==> config.mk <==
export PLATFORM = sky130hd
export DESIGN_NAME = utf8_byte_stream_decoder_top
export DESIGN_NICKNAME = d
export VERILOG_FILES = /design/src/hw/rtl/u8dec_pkg.sv /design/src/hw/rtl/u8dec_front.sv /design/src/hw/rtl/u8dec_queue.sv /design/src/hw/rtl/u8dec_back.sv /design/src/hw/rtl/utf8_byte_stream_decoder_top.sv
export SDC_FILE = /design/constraint.sdc
export NUM_CORES = 1
export LEC_CHECK = 0
export BUFFER_PORTS_ARGS = -buffer_cell sky130_fd_sc_hd__buf_2
export CAP_MARGIN = 20
export CORE_MARGIN = 3
export CORE_UTILIZATION = 50
export DETAILED_ROUTE_END_ITERATION = 7
export PLACE_DENSITY = 0.71
export SLEW_MARGIN = 5
export SYNTH_ARGS = -nofsm -noshare
export SYNTH_HDL_FRONTEND = slang
export SYNTH_SLANG_ARGS = --single-unit
export TNS_END_PERCENT = 5
==> constraint.sdc <==
create_clock -name clk_i -period 2.52 [get_ports clk_i]
set_input_delay 0 -clock clk_i [delete_from_list [all_inputs] [get_ports clk_i]]
set_output_delay 0 -clock clk_i [all_outputs]
set_load 0.02 [all_outputs]
==> src/hw/rtl/u8dec_pkg.sv <==
// ----------------------------------------------------------------------------
// u8dec_pkg
// shared types and constants of the utf-8 byte stream decoder
// ----------------------------------------------------------------------------
package u8dec_pkg;

  localparam int unsigned QDepth = 4;
  localparam int unsigned QIdxW  = $clog2(QDepth);
  localparam int unsigned QCntW  = $clog2(QDepth + 1);

  localparam int unsigned CpW   = 21;
  localparam int unsigned LineW = 32;

  localparam logic [7:0]     ByteNewline = 8'h0a;
  localparam logic [CpW-1:0] CpNewline   = 21'h00000a;
  localparam logic [CpW-1:0] CpOpenEnd   = 21'h0000ff;
  localparam logic [CpW-1:0] CpCleanEnd  = 21'h000000;

  // classified request as it travels from front to back
  typedef struct packed {
    logic       is_end;
    logic       is_ascii;
    logic       is_cont;
    logic       is_newline;
    logic       bad_lead;
    logic [1:0] lead_rem;
    logic [6:0] lead_val;
    logic [7:0] data;
  } item_t;

endpackage

==> src/hw/rtl/u8dec_front.sv <==
// ----------------------------------------------------------------------------
// u8dec_front
// accepts raw bytes and classifies them into lead, continuation, ascii or invalid
// ----------------------------------------------------------------------------
module u8dec_front (
  input  logic              in_valid_i,
  output logic              in_stall_o,
  input  logic [7:0]        data_byte_i,
  input  logic              end_of_input_i,
  input  logic              q_full_i,
  output logic              push_o,
  output u8dec_pkg::item_t  item_o
);
  import u8dec_pkg::*;

  assign in_stall_o = q_full_i;
  assign push_o     = in_valid_i & ~q_full_i;

  always_comb begin
    item_o            = '0;
    item_o.data       = data_byte_i;
    item_o.is_end     = end_of_input_i;
    item_o.is_newline = (data_byte_i == ByteNewline);
    unique casez (data_byte_i)
      8'b0???????: begin
        item_o.is_ascii = 1'b1;
      end
      8'b10??????: begin
        item_o.is_cont  = 1'b1;
        item_o.bad_lead = 1'b1;
      end
      8'b110?????: begin
        item_o.lead_rem = 2'd1;
        item_o.lead_val = {2'b00, data_byte_i[4:0]};
      end
      8'b1110????: begin
        item_o.lead_rem = 2'd2;
        item_o.lead_val = {3'b000, data_byte_i[3:0]};
      end
      8'b11110???: begin
        item_o.lead_rem = 2'd3;
        item_o.lead_val = {4'b0000, data_byte_i[2:0]};
      end
      default: begin
        item_o.bad_lead = 1'b1;
      end
    endcase
  end

endmodule

==> src/hw/rtl/u8dec_queue.sv <==
// ----------------------------------------------------------------------------
// u8dec_queue
// small request queue between the classifier and the decode engine
// ----------------------------------------------------------------------------
module u8dec_queue (
  input  logic              clk_i,
  input  logic              rst_ni,
  input  logic              push_i,
  input  u8dec_pkg::item_t  item_i,
  output logic              full_o,
  output logic              valid_o,
  output u8dec_pkg::item_t  item_o,
  input  logic              pop_i
);
  import u8dec_pkg::*;

  item_t             mem_q [QDepth];
  logic [QIdxW-1:0]  wr_ptr_q, wr_ptr_d;
  logic [QIdxW-1:0]  rd_ptr_q, rd_ptr_d;
  logic [QCntW-1:0]  count_q, count_d;
  logic              do_pop;

  assign full_o  = (count_q == QCntW'(QDepth));
  assign valid_o = (count_q != '0);
  assign item_o  = mem_q[rd_ptr_q];
  assign do_pop  = pop_i & valid_o;

  always_comb begin
    wr_ptr_d = push_i ? wr_ptr_q + 1'b1 : wr_ptr_q;
    rd_ptr_d = do_pop ? rd_ptr_q + 1'b1 : rd_ptr_q;
    count_d  = count_q;
    if (push_i && !do_pop) begin
      count_d = count_q + 1'b1;
    end else if (!push_i && do_pop) begin
      count_d = count_q - 1'b1;
    end
  end

  always_ff @(posedge clk_i or negedge rst_ni) begin
    if (!rst_ni) begin
      wr_ptr_q <= '0;
      rd_ptr_q <= '0;
      count_q  <= '0;
    end else begin
      wr_ptr_q <= wr_ptr_d;
      rd_ptr_q <= rd_ptr_d;
      count_q  <= count_d;
    end
  end

  always_ff @(posedge clk_i) begin
    if (push_i) begin
      mem_q[wr_ptr_q] <= item_i;
    end
  end

  a_no_overflow: assert property (@(posedge clk_i) disable iff (!rst_ni)
    full_o |-> !push_i)
    else $error("push into full queue");

endmodule

==> src/hw/rtl/u8dec_back.sv <==
// ----------------------------------------------------------------------------
// u8dec_back
// decode engine: sequence state, line counter, error flag and output register
// ----------------------------------------------------------------------------
module u8dec_back (
  input  logic                             clk_i,
  input  logic                             rst_ni,
  input  logic                             q_valid_i,
  input  u8dec_pkg::item_t                 q_item_i,
  output logic                             q_pop_o,
  output logic                             out_valid_o,
  input  logic                             out_stall_i,
  output logic [u8dec_pkg::CpW-1:0]        char_code_o,
  output logic                             error_seen_o,
  output logic [u8dec_pkg::LineW-1:0]      line_number_o,
  output logic                             is_end_o
);
  import u8dec_pkg::*;

  localparam logic [1:0] ModeIdle    = 2'd0;
  localparam logic [1:0] ModeCollect = 2'd1;
  localparam logic [1:0] ModeSkip    = 2'd2;

  logic [1:0]       mode_q, mode_d;
  logic [1:0]       rem_q, rem_d;
  logic [CpW-1:0]   part_q, part_d;
  logic [LineW-1:0] line_q, line_d;
  logic             err_q, err_d;

  logic             out_valid_q, out_valid_d;
  logic [CpW-1:0]   out_cp_q, out_cp_d;
  logic             out_end_q, out_end_d;

  logic             pop;
  logic             emit;
  logic [CpW-1:0]   emit_cp;
  logic             emit_end;
  logic [CpW-1:0]   part_next;
  logic [1:0]       rem_next;

  assign pop     = q_valid_i & (~out_valid_q | ~out_stall_i);
  assign q_pop_o = pop;

  assign part_next = {part_q[CpW-7:0], q_item_i.data[5:0]};
  assign rem_next  = rem_q - 2'd1;

  always_comb begin
    mode_d   = mode_q;
    rem_d    = rem_q;
    part_d   = part_q;
    line_d   = line_q;
    err_d    = err_q;
    emit     = 1'b0;
    emit_cp  = CpCleanEnd;
    emit_end = 1'b0;
    if (pop) begin
      if (q_item_i.is_end) begin
        emit     = 1'b1;
        emit_end = 1'b1;
        if (mode_q == ModeCollect) begin
          err_d   = 1'b1;
          emit_cp = CpOpenEnd;
        end else if (mode_q == ModeSkip) begin
          emit_cp = CpOpenEnd;
        end
        mode_d = ModeIdle;
        rem_d  = '0;
        part_d = '0;
      end else if (mode_q == ModeCollect) begin
        if (q_item_i.is_cont) begin
          part_d = part_next;
          rem_d  = rem_next;
          if (rem_next == 2'd0) begin
            mode_d  = ModeIdle;
            emit    = 1'b1;
            emit_cp = part_next;
          end
        end else begin
          err_d  = 1'b1;
          mode_d = ModeSkip;
          rem_d  = '0;
          part_d = '0;
        end
      end else if (mode_q == ModeSkip) begin
        if (q_item_i.is_newline) begin
          line_d  = line_q + 1'b1;
          mode_d  = ModeIdle;
          emit    = 1'b1;
          emit_cp = CpNewline;
        end
      end else begin
        if (q_item_i.is_ascii) begin
          mode_d  = ModeIdle;
          emit    = 1'b1;
          emit_cp = {{(CpW-8){1'b0}}, q_item_i.data};
          if (q_item_i.is_newline) begin
            line_d = line_q + 1'b1;
          end
        end else if (q_item_i.bad_lead) begin
          err_d  = 1'b1;
          mode_d = ModeSkip;
          rem_d  = '0;
          part_d = '0;
        end else begin
          part_d = {{(CpW-7){1'b0}}, q_item_i.lead_val};
          rem_d  = q_item_i.lead_rem;
          mode_d = ModeCollect;
        end
      end
    end
  end

  always_comb begin
    out_valid_d = out_valid_q;
    out_cp_d    = out_cp_q;
    out_end_d   = out_end_q;
    if (pop) begin
      out_valid_d = emit;
      out_cp_d    = emit_cp;
      out_end_d   = emit_end;
    end else if (!out_stall_i) begin
      out_valid_d = 1'b0;
    end
  end

  always_ff @(posedge clk_i or negedge rst_ni) begin
    if (!rst_ni) begin
      mode_q      <= ModeIdle;
      rem_q       <= '0;
      part_q      <= '0;
      line_q      <= '0;
      err_q       <= 1'b0;
      out_valid_q <= 1'b0;
    end else begin
      mode_q      <= mode_d;
      rem_q       <= rem_d;
      part_q      <= part_d;
      line_q      <= line_d;
      err_q       <= err_d;
      out_valid_q <= out_valid_d;
    end
  end

  // error and line count are snapshotted along with the code point
  logic             out_err_q;
  logic [LineW-1:0] out_line_q;

  always_ff @(posedge clk_i) begin
    if (pop) begin
      out_cp_q   <= out_cp_d;
      out_end_q  <= out_end_d;
      out_err_q  <= err_d;
      out_line_q <= line_d;
    end
  end

  assign out_valid_o   = out_valid_q;
  assign char_code_o   = out_cp_q;
  assign error_seen_o  = out_err_q;
  assign line_number_o = out_line_q;
  assign is_end_o      = out_end_q;

  a_collect_rem: assert property (@(posedge clk_i) disable iff (!rst_ni)
    (mode_q == ModeCollect) |-> (rem_q != 2'd0))
    else $error("collecting with no bytes left");

  a_err_sticky: assert property (@(posedge clk_i) disable iff (!rst_ni)
    err_q |=> err_q)
    else $error("error flag cleared");

  a_line_on_pop: assert property (@(posedge clk_i) disable iff (!rst_ni)
    !pop |=> $stable(line_q))
    else $error("line count moved without a request");

  a_end_cp: assert property (@(posedge clk_i) disable iff (!rst_ni)
    (out_valid_q && out_end_q) |-> (out_cp_q == CpOpenEnd || out_cp_q == CpCleanEnd))
    else $error("bad code point on end result");

endmodule

==> src/hw/rtl/utf8_byte_stream_decoder_top.sv <==
// ----------------------------------------------------------------------------
// utf8_byte_stream_decoder_top
// utf-8 byte stream decoder with line counting and error recovery
// ----------------------------------------------------------------------------
// one byte is accepted per clock while the queue is not full, and results
// leave at one per clock at most while out_stall_i is low; each result passes
// through the queue and the decode engine's output register. a four-entry queue
// between classifier and decode engine keeps input flowing while the output
// side stalls, so in_stall_o rises only once four requests are waiting.
module utf8_byte_stream_decoder_top (
  input  logic                         clk_i,
  input  logic                         rst_ni,
  input  logic                         in_valid_i,
  output logic                         in_stall_o,
  input  logic [7:0]                   data_byte_i,
  input  logic                         end_of_input_i,
  output logic                         out_valid_o,
  input  logic                         out_stall_i,
  output logic [u8dec_pkg::CpW-1:0]    char_code_o,
  output logic                         error_seen_o,
  output logic [u8dec_pkg::LineW-1:0]  line_number_o,
  output logic                         is_end_o
);
  import u8dec_pkg::*;

  logic  push;
  logic  q_full;
  logic  q_valid;
  logic  q_pop;
  item_t front_item;
  item_t q_item;

  u8dec_front u_front (
    .in_valid_i     (in_valid_i),
    .in_stall_o     (in_stall_o),
    .data_byte_i    (data_byte_i),
    .end_of_input_i (end_of_input_i),
    .q_full_i       (q_full),
    .push_o         (push),
    .item_o         (front_item)
  );

  u8dec_queue u_queue (
    .clk_i   (clk_i),
    .rst_ni  (rst_ni),
    .push_i  (push),
    .item_i  (front_item),
    .full_o  (q_full),
    .valid_o (q_valid),
    .item_o  (q_item),
    .pop_i   (q_pop)
  );

  u8dec_back u_back (
    .clk_i         (clk_i),
    .rst_ni        (rst_ni),
    .q_valid_i     (q_valid),
    .q_item_i      (q_item),
    .q_pop_o       (q_pop),
    .out_valid_o   (out_valid_o),
    .out_stall_i   (out_stall_i),
    .char_code_o   (char_code_o),
    .error_seen_o  (error_seen_o),
    .line_number_o (line_number_o),
    .is_end_o      (is_end_o)
  );

endmodule
==> flow_metrics.py, run 1 <==
metrics = {
    "power_and_ir_drop": {
        "internal_power_mw": 6.90,
        "share_seq_of_total_power_pct": 43.4,
        "sw_frac_of_total_pct": 32.9,
        "combinationalPowerShare_pct": 29.0,
        "clockPowerShare_pct": 27.7,
        "power.static_leakage_nw": 3.48,
        "netSwitchingPower_mw": 3.38,
        "peakVddDrop_mv": 0.728,
        "power-per-cell-area_nw_per_um2": 1080,
    },
    "floorplanning": {
        "core_region_area_um2": 15300,
        "num_rows": 45,
        "floorplan.initialDensity_pct": 51.4,
        "floorplan.die_area_um2": 17300,
        "die-width_um": 131,
        "boundaryPins": 70,
        "die_h_um": 131,
    },
    "drt": {
        "final_antenna_net_count": 0,
        "wl_per_cell_um": 16.6,
        "violation_count_after_the_first_detailed_routing_iteration": 348,
        "highest_layer": "met4",
        "dr.pass1.iters": 4,
        "remaining_drc_errors": 0,
        "wl_met3_um": 613,
        "route.detailed.vias_per_inst": 5.30,
        "drt-total-wl_um": 13900,
        "route.met2.wl_um": 6930,
        "wirelength_met1_um": 6040,
        "vias": 4449,
    },
    "sta": {
        "final_hold_viol_count": 0,
        "setup_tns_ps": 0,
        "post_layout_min_period_ps": 2450,
        "finalWorstSetupSlack_ps": 72.3,
        "setup_violations": 0,
        "period_share_pct": 97.1,
        "grt_setup_unrepaired": "true",
        "max_freq_mhz": 409,
        "final_max_slew_viol_count": 0,
        "worst-slew-pin-transition_ps": 650,
        "worst_slew_margin_rel_pct": 56.5,
        "finClkSkew_ps": 11.1,
    },
    "setup_path": {
        "kind_of_start_point_of_the_critical_path": "register",
        "worst-setup-path-type": "reg2reg",
        "timing.reg2reg.setup_slack_ps": 70,
        "timing.critical_path.fanout_max": 7,
        "crit_path_arrival_time_ps": 2630,
        "cp-end-kind": "register",
        "reg2regPathDepth": 5,
        "worst_ep_required_ps": 2700,
        "reg2reg_to": "u_back.line_number_o[5]",
        "timing.critical_path.from": "u_queue.rd_ptr_q[0]",
        "worst_r2r_startpoint": "u_queue.rd_ptr_q[0]",
    },
    "run_status": {
        "status": "finished clean",
    },
    "clock_tree": {
        "clock_tree_from_tritoncts": "done",
        "cts_setup_buffers": 0,
        "cts-root-to-sink-buffers": 2,
        "cts-buffers-inserted": 17,
        "numClockSinks": 195,
        "clk_pin_slew_worst_paths_ps": 70,
        "root_buffer": "sky130_fd_sc_hd__clkbuf_16",
        "clock_insertion_delay_worst_skew_ps": 440,
        "cts_max_level": 4,
    },
    "global_routing": {
        "grt_pass1_wl_um": 23200,
        "globalRoute.totalOverflow": 0,
        "grt_antenna_before_repair": 0,
        "total_grt_usage_pct": 17.1,
        "grt_pass1_vias": 4601,
        "grt_start_max_net_pins": 43,
    },
    "worst_hold_path": {
        "hold_path_end": "u_queue.wr_ptr_q[0]",
        "hold_path_startpoint": "in_valid_i",
        "timing.hold.worst_path_depth": 3,
        "hold_class": "in2reg",
    },
    "logic_synthesis": {
        "synth-main-ff-cell": "sky130_fd_sc_hd__edfxtp_1",
        "post_synth_inst_count": 512,
        "syn_area_per_cell_um2": 15.4,
        "number_of_enable_type_register_cells_in_the_synthesized_netlist": 135,
        "synth-seq-cells": 195,
        "post-synth-top-area-fraction_pct": 51.5,
        "count_of_cell_types_in_the_netlist": 43,
        "netlist_top_cells_count": "sky130_fd_sc_hd__edfxtp_1 (135), sky130_fd_sc_hd__dfrtp_1 (60), sky130_fd_sc_hd__nand2_1 (44), sky130_fd_sc_hd__xor2_1 (27), sky130_fd_sc_hd__and2_1 (23)",
        "synthesis.area_um2": 7870,
        "synth.most_common_cell": "sky130_fd_sc_hd__edfxtp_1",
        "synth.yosys.warnings": 0,
        "synth_sequential_area_ratio_pct": 70.6,
        "netlist.top_cell.by_area": "sky130_fd_sc_hd__edfxtp_1",
        "ys_async_rst_share_pct": 30.8,
        "mappedNetlistNets": 536,
        "netlist_top_cells_area": "sky130_fd_sc_hd__edfxtp_1 (52%), sky130_fd_sc_hd__dfrtp_1 (19%), sky130_fd_sc_hd__mux4_2 (6.0%), sky130_fd_sc_hd__xor2_1 (3.0%), sky130_fd_sc_hd__nand2_1 (2.1%)",
    },
    "placement": {
        "dp.final_hpwl_um": 9280,
        "detailed_place.area_um2": 8700,
        "gpl.final_weighted_congestion": 0.803,
        "port_buffers": 69,
        "pre_cts_ws_ps": 16.7,
    },
    "finish": {
        "layout.cell_area.non_filler_um2": 9510,
        "antennaDiodeCount": 0,
        "layout-drive-gt1-share_pct": 28.8,
        "finish.net_count": 639,
        "flow.area_growth_from_synthesis_pct": 20.9,
    },
    "job": {
        "maxCapViolCount": 0,
    },
}
==> power by group through the flow <==
stage	Sequential (mW)	Clock, mW	Combinational, mW
global placement	4.49	0	2.90
global route	4.52	3.03	3.27
detailed placement	4.53	0	2.97
CTS	4.46	2.90	3.00
finish	4.46	2.84	2.98
floorplan	4.73	0	1.79
==> worst max-delay path, cell delays in order (launching register included) <==
cell,delay (ps)
sky130_fd_sc_hd__dfrtp_1,370
sky130_fd_sc_hd__mux4_2,510
sky130_fd_sc_hd__or2_4,260
sky130_fd_sc_hd__or4_4,480
sky130_fd_sc_hd__or3_1,410
sky130_fd_sc_hd__xnor2_1,160
==> sequential cells by signal, summed over array words and instances, names as in the netlist <==
signal	flops
u_back.out_valid_o	1
u_back.rem_q	2
u_back.line_q	32
u_queue.wr_ptr_q	2
u_back.error_seen_o	1
u_back.part_q	15
u_queue.mem_q	80
u_back.char_code_o	21
u_queue.rd_ptr_q	2
u_back.mode_q	2
u_back.err_q	1
u_back.is_end_o	1
u_back.line_number_o	32
u_queue.count_q	3
==> cell families after synthesis <==
logic type,Yosys count,synth area share (%)
adder cells (fa/ha/maj),11,1.84
AND/OR/NAND/NOR,153,10.7
AO/OA/AOI/OAI,48,3.67
buffers and inverters,40,2.16
multiplexers,28,6.93
flip-flops,195,70.6
XOR/XNOR,37,4.12
==> worst max path at each step <==
stage	slack (ps)	to	depth (start not counted)
3_5_place_dp	20	u_back.line_number_o[10]	6
6_report	70	u_back.line_number_o[5]	5
2_1_floorplan	-70	u_back.line_number_o[5]	7
4_1_cts	2	u_back.line_number_o[6]	6
3_3_place_gp	60	u_back.line_number_o[6]	6
5_1_grt	-30	u_back.line_number_o[28]	6
==> cell usage in the layout, fill, tap and decap left out, types with 11 or more instances in the layout <==
cell and instances:
sky130_fd_sc_hd__o21ai_0 21, sky130_fd_sc_hd__buf_2 69, sky130_fd_sc_hd__and2_1 23, sky130_fd_sc_hd__nor3_2 17, sky130_fd_sc_hd__nand2_1 44, sky130_fd_sc_hd__edfxtp_1 135
sky130_fd_sc_hd__inv_1 19, sky130_fd_sc_hd__buf_4 22, sky130_fd_sc_hd__xor2_1 26, sky130_fd_sc_hd__mux4_2 21, sky130_fd_sc_hd__nor2_1 13, sky130_fd_sc_hd__nand3_1 15
sky130_fd_sc_hd__clkbuf_16 17, sky130_fd_sc_hd__dlygate4sd3_1 11, sky130_fd_sc_hd__dfrtp_1 60
==> repair_timing <==
action,CTS,global route
hold buffers,11,0
hold endpoints to repair,81,0
resized for setup,0,9
endpoints found under the setup margin,0,24
==> routing by layer <==
| metal | GRT usage [%] | vias to the layer above |
|---|---|---|
| met5 | 0 | - |
| met4 | 6.59 | 0 |
| met3 | 4.40 | 28 |
| met2 | 28.0 | 112 |
| met1 | 22.0 | 2215 |
| li1 | - | 2094 |
==> area by class of cell <==
type / count / area, um^2
multi-input combinational: 277 / 2310
clock inverter: 15 / 229
sequential: 195 / 5560
tap: 211 / 264
timing repair buffer: 104 / 652
fill: 1130 / 5800
clock buffer: 17 / 425
inverter: 20 / 78.8
==> stage by stage <==
stage               std cells  util (%)  power (mW)  hold slack [ps]
detailed placement        796      56.8        7.50           -0.865
global placement          796      56.8        7.40            -12.8
floorplan                 512         -        6.53             -296
finish                    839      62.1        10.3             47.1
CTS                       839      61.8        10.4             33.1
global route              839      62.1        10.8             67.4
Power figures use the tool's default switching activity.
==> inputs of run 2 (changes only) <==
Settings changed: CORE_UTILIZATION 50 to 30, CTS_CLUSTER_DIAMETER set to 50, PLACE_DENSITY 0.71 to unset.
==> run 2 against run 1 <==
Effect of this change: sequential share of layout area shrank 0.38 points; first-iteration DRC count down 8.6%; worst hold slack better by 6.1 ps; critical path type unchanged; largest power group unchanged; maximum frequency is 1.6% lower; critical path depth stayed put.
==> flow_metrics.py, run 2 (same netlist as run 1, synthesis figures left out) <==
metrics = {
    "drt": {
        "route.detailed.vias_per_inst": 4.64,
        "dr.pass1.iters": 4,
        "wl_per_cell_um": 16.2,
        "final_antenna_net_count": 0,
        "vias": 4453,
        "remaining_drc_errors": 0,
        "violation_count_after_the_first_detailed_routing_iteration": 318,
        "drt-total-wl_um": 15600,
    },
    "clock_tree": {
        "cts_setup_buffers": 0,
        "numClockSinks": 195,
        "clk_pin_slew_worst_paths_ps": 70,
        "clock_tree_from_tritoncts": "done",
        "root_buffer": "sky130_fd_sc_hd__clkbuf_16",
        "cts-buffers-inserted": 17,
        "cts-root-to-sink-buffers": 2,
        "cts_max_level": 4,
        "clock_insertion_delay_worst_skew_ps": 430,
    },
    "sta": {
        "fin_worst_hold_slack_ps": 53.2,
        "grt_setup_unrepaired": "true",
        "setup_violations": 0,
        "worst_slew_margin_rel_pct": 48.1,
        "finalWorstSetupSlack_ps": 32.1,
        "final_hold_viol_count": 0,
        "finClkSkew_ps": 8.50,
        "post_layout_min_period_ps": 2490,
        "max_freq_mhz": 402,
        "worst-slew-pin-transition_ps": 778,
        "final_max_slew_viol_count": 0,
        "period_share_pct": 98.7,
    },
    "finish": {
        "largest-register": "u_queue.mem_q",
        "layout.cell_area.non_filler_um2": 9580,
        "largest_reg_flops": 80,
        "layout-drive-gt1-share_pct": 28.0,
        "flow.area_growth_from_synthesis_pct": 21.6,
        "finish.net_count": 640,
        "final_cell_mix": "sky130_fd_sc_hd__edfxtp_1 (135), sky130_fd_sc_hd__buf_2 (69), sky130_fd_sc_hd__dfrtp_1 (60)",
        "layout_commonest_cell": "sky130_fd_sc_hd__edfxtp_1",
        "antennaDiodeCount": 0,
        "final_cell_count_no_fill": 959,
    },
    "setup_path": {
        "worst_ep_required_ps": 2700,
        "worstPathCellList": "mux4_2 -> or2_4 -> or4_4 -> or3_1 -> xnor2_1",
        "worst-setup-path-type": "reg2reg",
        "slowest_delay_ps": 520,
        "kind_of_start_point_of_the_critical_path": "register",
        "cp_num_buf_inv": 0,
        "timing.critical_path.fanout_max": 11,
        "crit_path_arrival_time_ps": 2670,
        "cp-end-kind": "register",
        "cpLargestDelayFamily": "simple AND/OR/NAND/NOR gates",
        "timing.critical_path.from": "u_queue.rd_ptr_q[0]",
        "worst_r2r_startpoint": "u_queue.rd_ptr_q[0]",
        "critical_path.slowest_cell": "sky130_fd_sc_hd__or4_4",
    },
    "power_and_ir_drop": {
        "power-per-cell-area_nw_per_um2": 1060,
        "power.static_leakage_nw": 3.44,
        "peakVddDrop_mv": 0.548,
        "fin_total_pwr_mw": 10.1,
    },
    "global_routing": {
        "grt_pass1_wl_um": 25400,
        "grt_start_max_net_pins": 58,
        "globalRoute.totalOverflow": 0,
        "grt_antenna_before_repair": 0,
        "grt_pass1_vias": 4727,
        "total_grt_usage_pct": 11.5,
    },
    "worst_hold_path": {
        "hold_path_startpoint": "in_valid_i",
        "hold_class": "in2reg",
    },
    "placement": {
        "port_buffers": 69,
        "dp.final_hpwl_um": 10900,
        "detailed_place.area_um2": 8860,
        "gpl.final_weighted_congestion": 0.809,
        "pre_cts_ws_ps": 32.7,
        "placed_cells": 916,
    },
    "floorplanning": {
        "num_rows": 58,
        "floorplan.die_area_um2": 28200,
        "core_region_area_um2": 25500,
        "die_h_um": 168,
        "boundaryPins": 70,
        "die-width_um": 168,
        "floorplan.initialDensity_pct": 30.9,
    },
    "run_status": {
        "status": "finished clean",
    },
    "job": {
        "maxCapViolCount": 0,
    },
}
[run 2: per-stage QoR]
step           util, %  setup TNS (ps)
2_1_floorplan        -            -474
4_1_cts           37.5               0
3_3_place_gp      34.8               0
5_1_grt           37.6            -243
6_report          37.6               0
3_5_place_dp      34.8               0
[run 2: timing repair]
| item | 4_1_cts | 5_1_grt |
|---|---|---|
| setup endpoints to repair | 0 | 27 |
| endpoints found under the hold margin | 69 | 0 |
| hold buffers | 11 | 0 |
| resized for setup | 0 | 7 |
[run 2: final timing paths]
check | depth (start not counted) | to | slack (ps)
worst max-delay path | 5 | u_back.line_number_o[5] | 30
worst min-delay path | 3 | u_queue.wr_ptr_q[0] | 50
worst max register to register | 5 | u_back.line_number_o[5] | 30
worst min register to register | 1 | u_back.line_q[31] | 460
max in group asynchronous | 3 | u_back.part_q[11] | 1620
min in group asynchronous | 2 | u_back.line_q[31] | 170
[run 2: routing by layer]
layer / vias to the layer above / wire length (um) / track usage [%] / part of all wire, %
met3: 16 / 731 / 2.70 / 4.7
met4: 0 / 187 / 3.56 / 1.2
met5: - / 0 / 0 / 0
li1: 2087 / - / - / -
met2: 88 / 7730 / 19.3 / 50
met1: 2262 / 6930 / 15.0 / 44
[run 2: final cells by class]
cell class                      count  area (um^2)
Clock buffer                       19          433
Inverter                           20         78.8
Tap cell                          330          413
Sequential cell                   195         5560
Timing Repair Buffer              105          667
Multi-Input combinational cell    277         2290
Fill cell                        2361        15900
Clock inverter                     13          143
[run 2: tightest hold or removal path, delay by kind of cell]
kind                   cells  cell delay [ps]
AND/OR/NAND/NOR            1              200
buffers and inverters      1               90
XOR/XNOR                   1              160
[run 2: where the power goes]
group	switching [mW]	total, mW	internal [mW]
Sequential	0.278	4.48	4.20
Clock	1.24	2.64	1.41
Combinational	1.86	3.02	1.16
==> inputs of run 3 (changes only) <==
Settings changed: CORE_ASPECT_RATIO set to 1.25.
==> run 3 against run 2 <==
Effect of this change: the run now ends with setup timing left; combinational power hardly changed; clock skew up 0.59 ps; power fell by 1.4%; critical endpoint is now u_back.line_number_o[9]; highest routed layer unchanged.
==> flow_metrics.py, run 3 (same netlist as run 1, synthesis figures left out) <==
metrics = {
    "run_status": {
        "status": "complete, but fails checks",
        "failing_checks": "setup timing",
    },
    "setup_path": {
        "cp_num_buf_inv": 2,
        "worstPathCellList": "mux4_2 -> or2_4 -> or4_4 -> buf_12 -> buf_12 -> nor4_4 -> xor2_1",
        "path_common_cell": "sky130_fd_sc_hd__buf_12",
        "cpLargestDelayFamily": "simple AND/OR/NAND/NOR gates",
        "worst_ep_required_ps": 2760,
        "kind_of_start_point_of_the_critical_path": "register",
        "critical_path.slowest_cell": "sky130_fd_sc_hd__mux4_2",
        "cp-end-kind": "register",
        "crit_path_arrival_time_ps": 2790,
        "slowest_delay_ps": 510,
        "worst-setup-path-type": "reg2reg",
        "timing.critical_path.fanout_max": 9,
    },
    "floorplanning": {
        "die_h_um": 187,
        "floorplan.initialDensity_pct": 30.8,
        "floorplan.die_area_um2": 28200,
        "die-width_um": 151,
        "boundaryPins": 70,
        "num_rows": 65,
        "core_region_area_um2": 25500,
    },
    "global_routing": {
        "total_grt_usage_pct": 11.3,
        "grt_busiest_layer": "met2",
        "grt_util_met3_pct": 2.35,
        "grt_antenna_before_repair": 0,
        "globalRouteMet2Util_pct": 19.4,
        "grt_start_max_net_pins": 58,
        "globalRouteMet1Util_pct": 14.3,
        "grt_pass1_vias": 4659,
        "globalRoute.totalOverflow": 0,
        "grt_pass1_wl_um": 25000,
    },
    "placement": {
        "gpl.final_weighted_congestion": 0.803,
        "dp.final_hpwl_um": 10900,
        "port_buffers": 69,
    },
    "worst_hold_path": {
        "hold_class": "in2reg",
    },
    "finish": {
        "final_cell_mix": "sky130_fd_sc_hd__edfxtp_1 (135), sky130_fd_sc_hd__buf_2 (69), sky130_fd_sc_hd__dfrtp_1 (60)",
        "flow.area_growth_from_synthesis_pct": 21.6,
        "largest-register": "u_queue.mem_q",
        "layout_commonest_cell": "sky130_fd_sc_hd__edfxtp_1",
        "largest_reg_flops": 80,
        "finish.net_count": 645,
        "antennaDiodeCount": 0,
        "layout-drive-gt1-share_pct": 28.1,
    },
    "sta": {
        "worst_slew_margin_rel_pct": 52.6,
        "period_share_pct": 101,
        "finClkSkew_ps": 9.09,
        "setup_tns_ps": -30.8,
        "final_hold_viol_count": 0,
        "final_max_slew_viol_count": 0,
        "setup_violations": 1,
        "worst-slew-pin-transition_ps": 712,
        "post_layout_min_period_ps": 2550,
        "grt_setup_unrepaired": "true",
        "max_freq_mhz": 392,
        "finalWorstSetupSlack_ps": -30.8,
    },
    "drt": {
        "drt-total-wl_um": 15500,
        "final_antenna_net_count": 0,
        "route.detailed.vias_per_inst": 4.60,
        "wl_per_cell_um": 16.0,
        "remaining_drc_errors": 0,
        "violation_count_after_the_first_detailed_routing_iteration": 194,
        "vias": 4448,
        "dr.pass1.iters": 4,
    },
    "clock_tree": {
        "cts_setup_buffers": 0,
        "clock_tree_from_tritoncts": "done",
        "cts-root-to-sink-buffers": 2,
        "numClockSinks": 195,
        "cts_max_level": 4,
        "cts-buffers-inserted": 17,
        "root_buffer": "sky130_fd_sc_hd__clkbuf_16",
        "clock_insertion_delay_worst_skew_ps": 420,
        "clk_pin_slew_worst_paths_ps": 70,
    },
    "job": {
        "maxCapViolCount": 0,
    },
    "power_and_ir_drop": {
        "internal_power_mw": 6.68,
        "combinationalPowerShare_pct": 30.6,
        "fin_total_pwr_mw": 9.99,
        "netSwitchingPower_mw": 3.31,
        "power-per-cell-area_nw_per_um2": 1040,
        "clockPowerShare_pct": 24.6,
        "peakVddDrop_mv": 0.488,
        "sw_frac_of_total_pct": 33.2,
        "power.static_leakage_nw": 3.44,
        "share_seq_of_total_power_pct": 44.9,
    },
}
run 3: changes by cell type in the layout (fill, tap and decap cells not counted), sizes merged:
cell / delta
clkbuf: -1
buf: +5
clkinv: +2
bufinv: -1
inv: -1
run 3: power groups by stage:
stage	Combinational (mW)	Clock [mW]	Sequential [mW]
after floorplan	1.79	0	4.73
after global placement	3.01	0	4.52
after detailed placement	3.08	0	4.56
after CTS	3.11	2.52	4.49
after global routing	3.36	2.65	4.55
final	3.05	2.46	4.49
run 3: path summary, 6_finish.rpt:
kind,start,end,slack (ps),cells past startpoint
min,in_valid_i,u_queue.wr_ptr_q[0],80,3
max in group asynchronous,rst_ni,u_back.line_q[6],1590,3
min in group asynchronous,rst_ni,u_back.line_q[30],160,2
min reg2reg,u_back.line_q[31],u_back.line_q[31],460,1
max,u_queue.rd_ptr_q[0],u_back.line_number_o[9],-30,7
max reg2reg,u_queue.rd_ptr_q[0],u_back.line_number_o[9],-30,7
run 3: worst min-delay path, stage by stage:
cell and delay (ps):
sky130_fd_sc_hd__buf_2 100, sky130_fd_sc_hd__nor2b_1 200, sky130_fd_sc_hd__xnor2_1 150
run 3: cell type report:
type,instances,area (um^2)
Fill cell,2425,16000
Inverter,20,78.8
Sequential cell,195,5560
Clock buffer,18,429
Tap cell,335,419
Multi-Input combinational cell,277,2270
Clock inverter,13,98.8
Timing Repair Buffer,110,718
run 3: timing repair:
action                                 4_1_cts  5_1_grt
cloned                                       0        0
pin swaps                                    1        5
hold buffers                                11        0
endpoints found under the hold margin       64        0
resized for setup                            0        1
setup endpoints to repair                    1       23
run 3: per-layer routing:
| layer | up-vias | part of all wire (%) |
|---|---|---|
| met4 | 0 | 1.2 |
| met2 | 96 | 51 |
| met3 | 15 | 3.9 |
| met1 | 2238 | 43 |
| met5 | - | 0 |
| li1 | 2099 | - |
run 3: metrics by stage:
| stage | hold slack, ps | worst slack (ps) | area [um^2] | utilization [%] | cells |
|---|---|---|---|---|---|
| after detailed placement | 99.0 | -30.6 | 8920 | 34.9 | 926 |
| after global routing | 83.3 | -125 | 9570 | 37.5 | 968 |
| after CTS | 63.4 | -56.2 | 9560 | 37.4 | 968 |
| after global placement | 101 | 49.2 | 8920 | 34.9 | 926 |
| final | 77.5 | -30.8 | 9570 | 37.5 | 968 |
| after floorplan | -296 | -72.3 | 8010 | - | 512 |
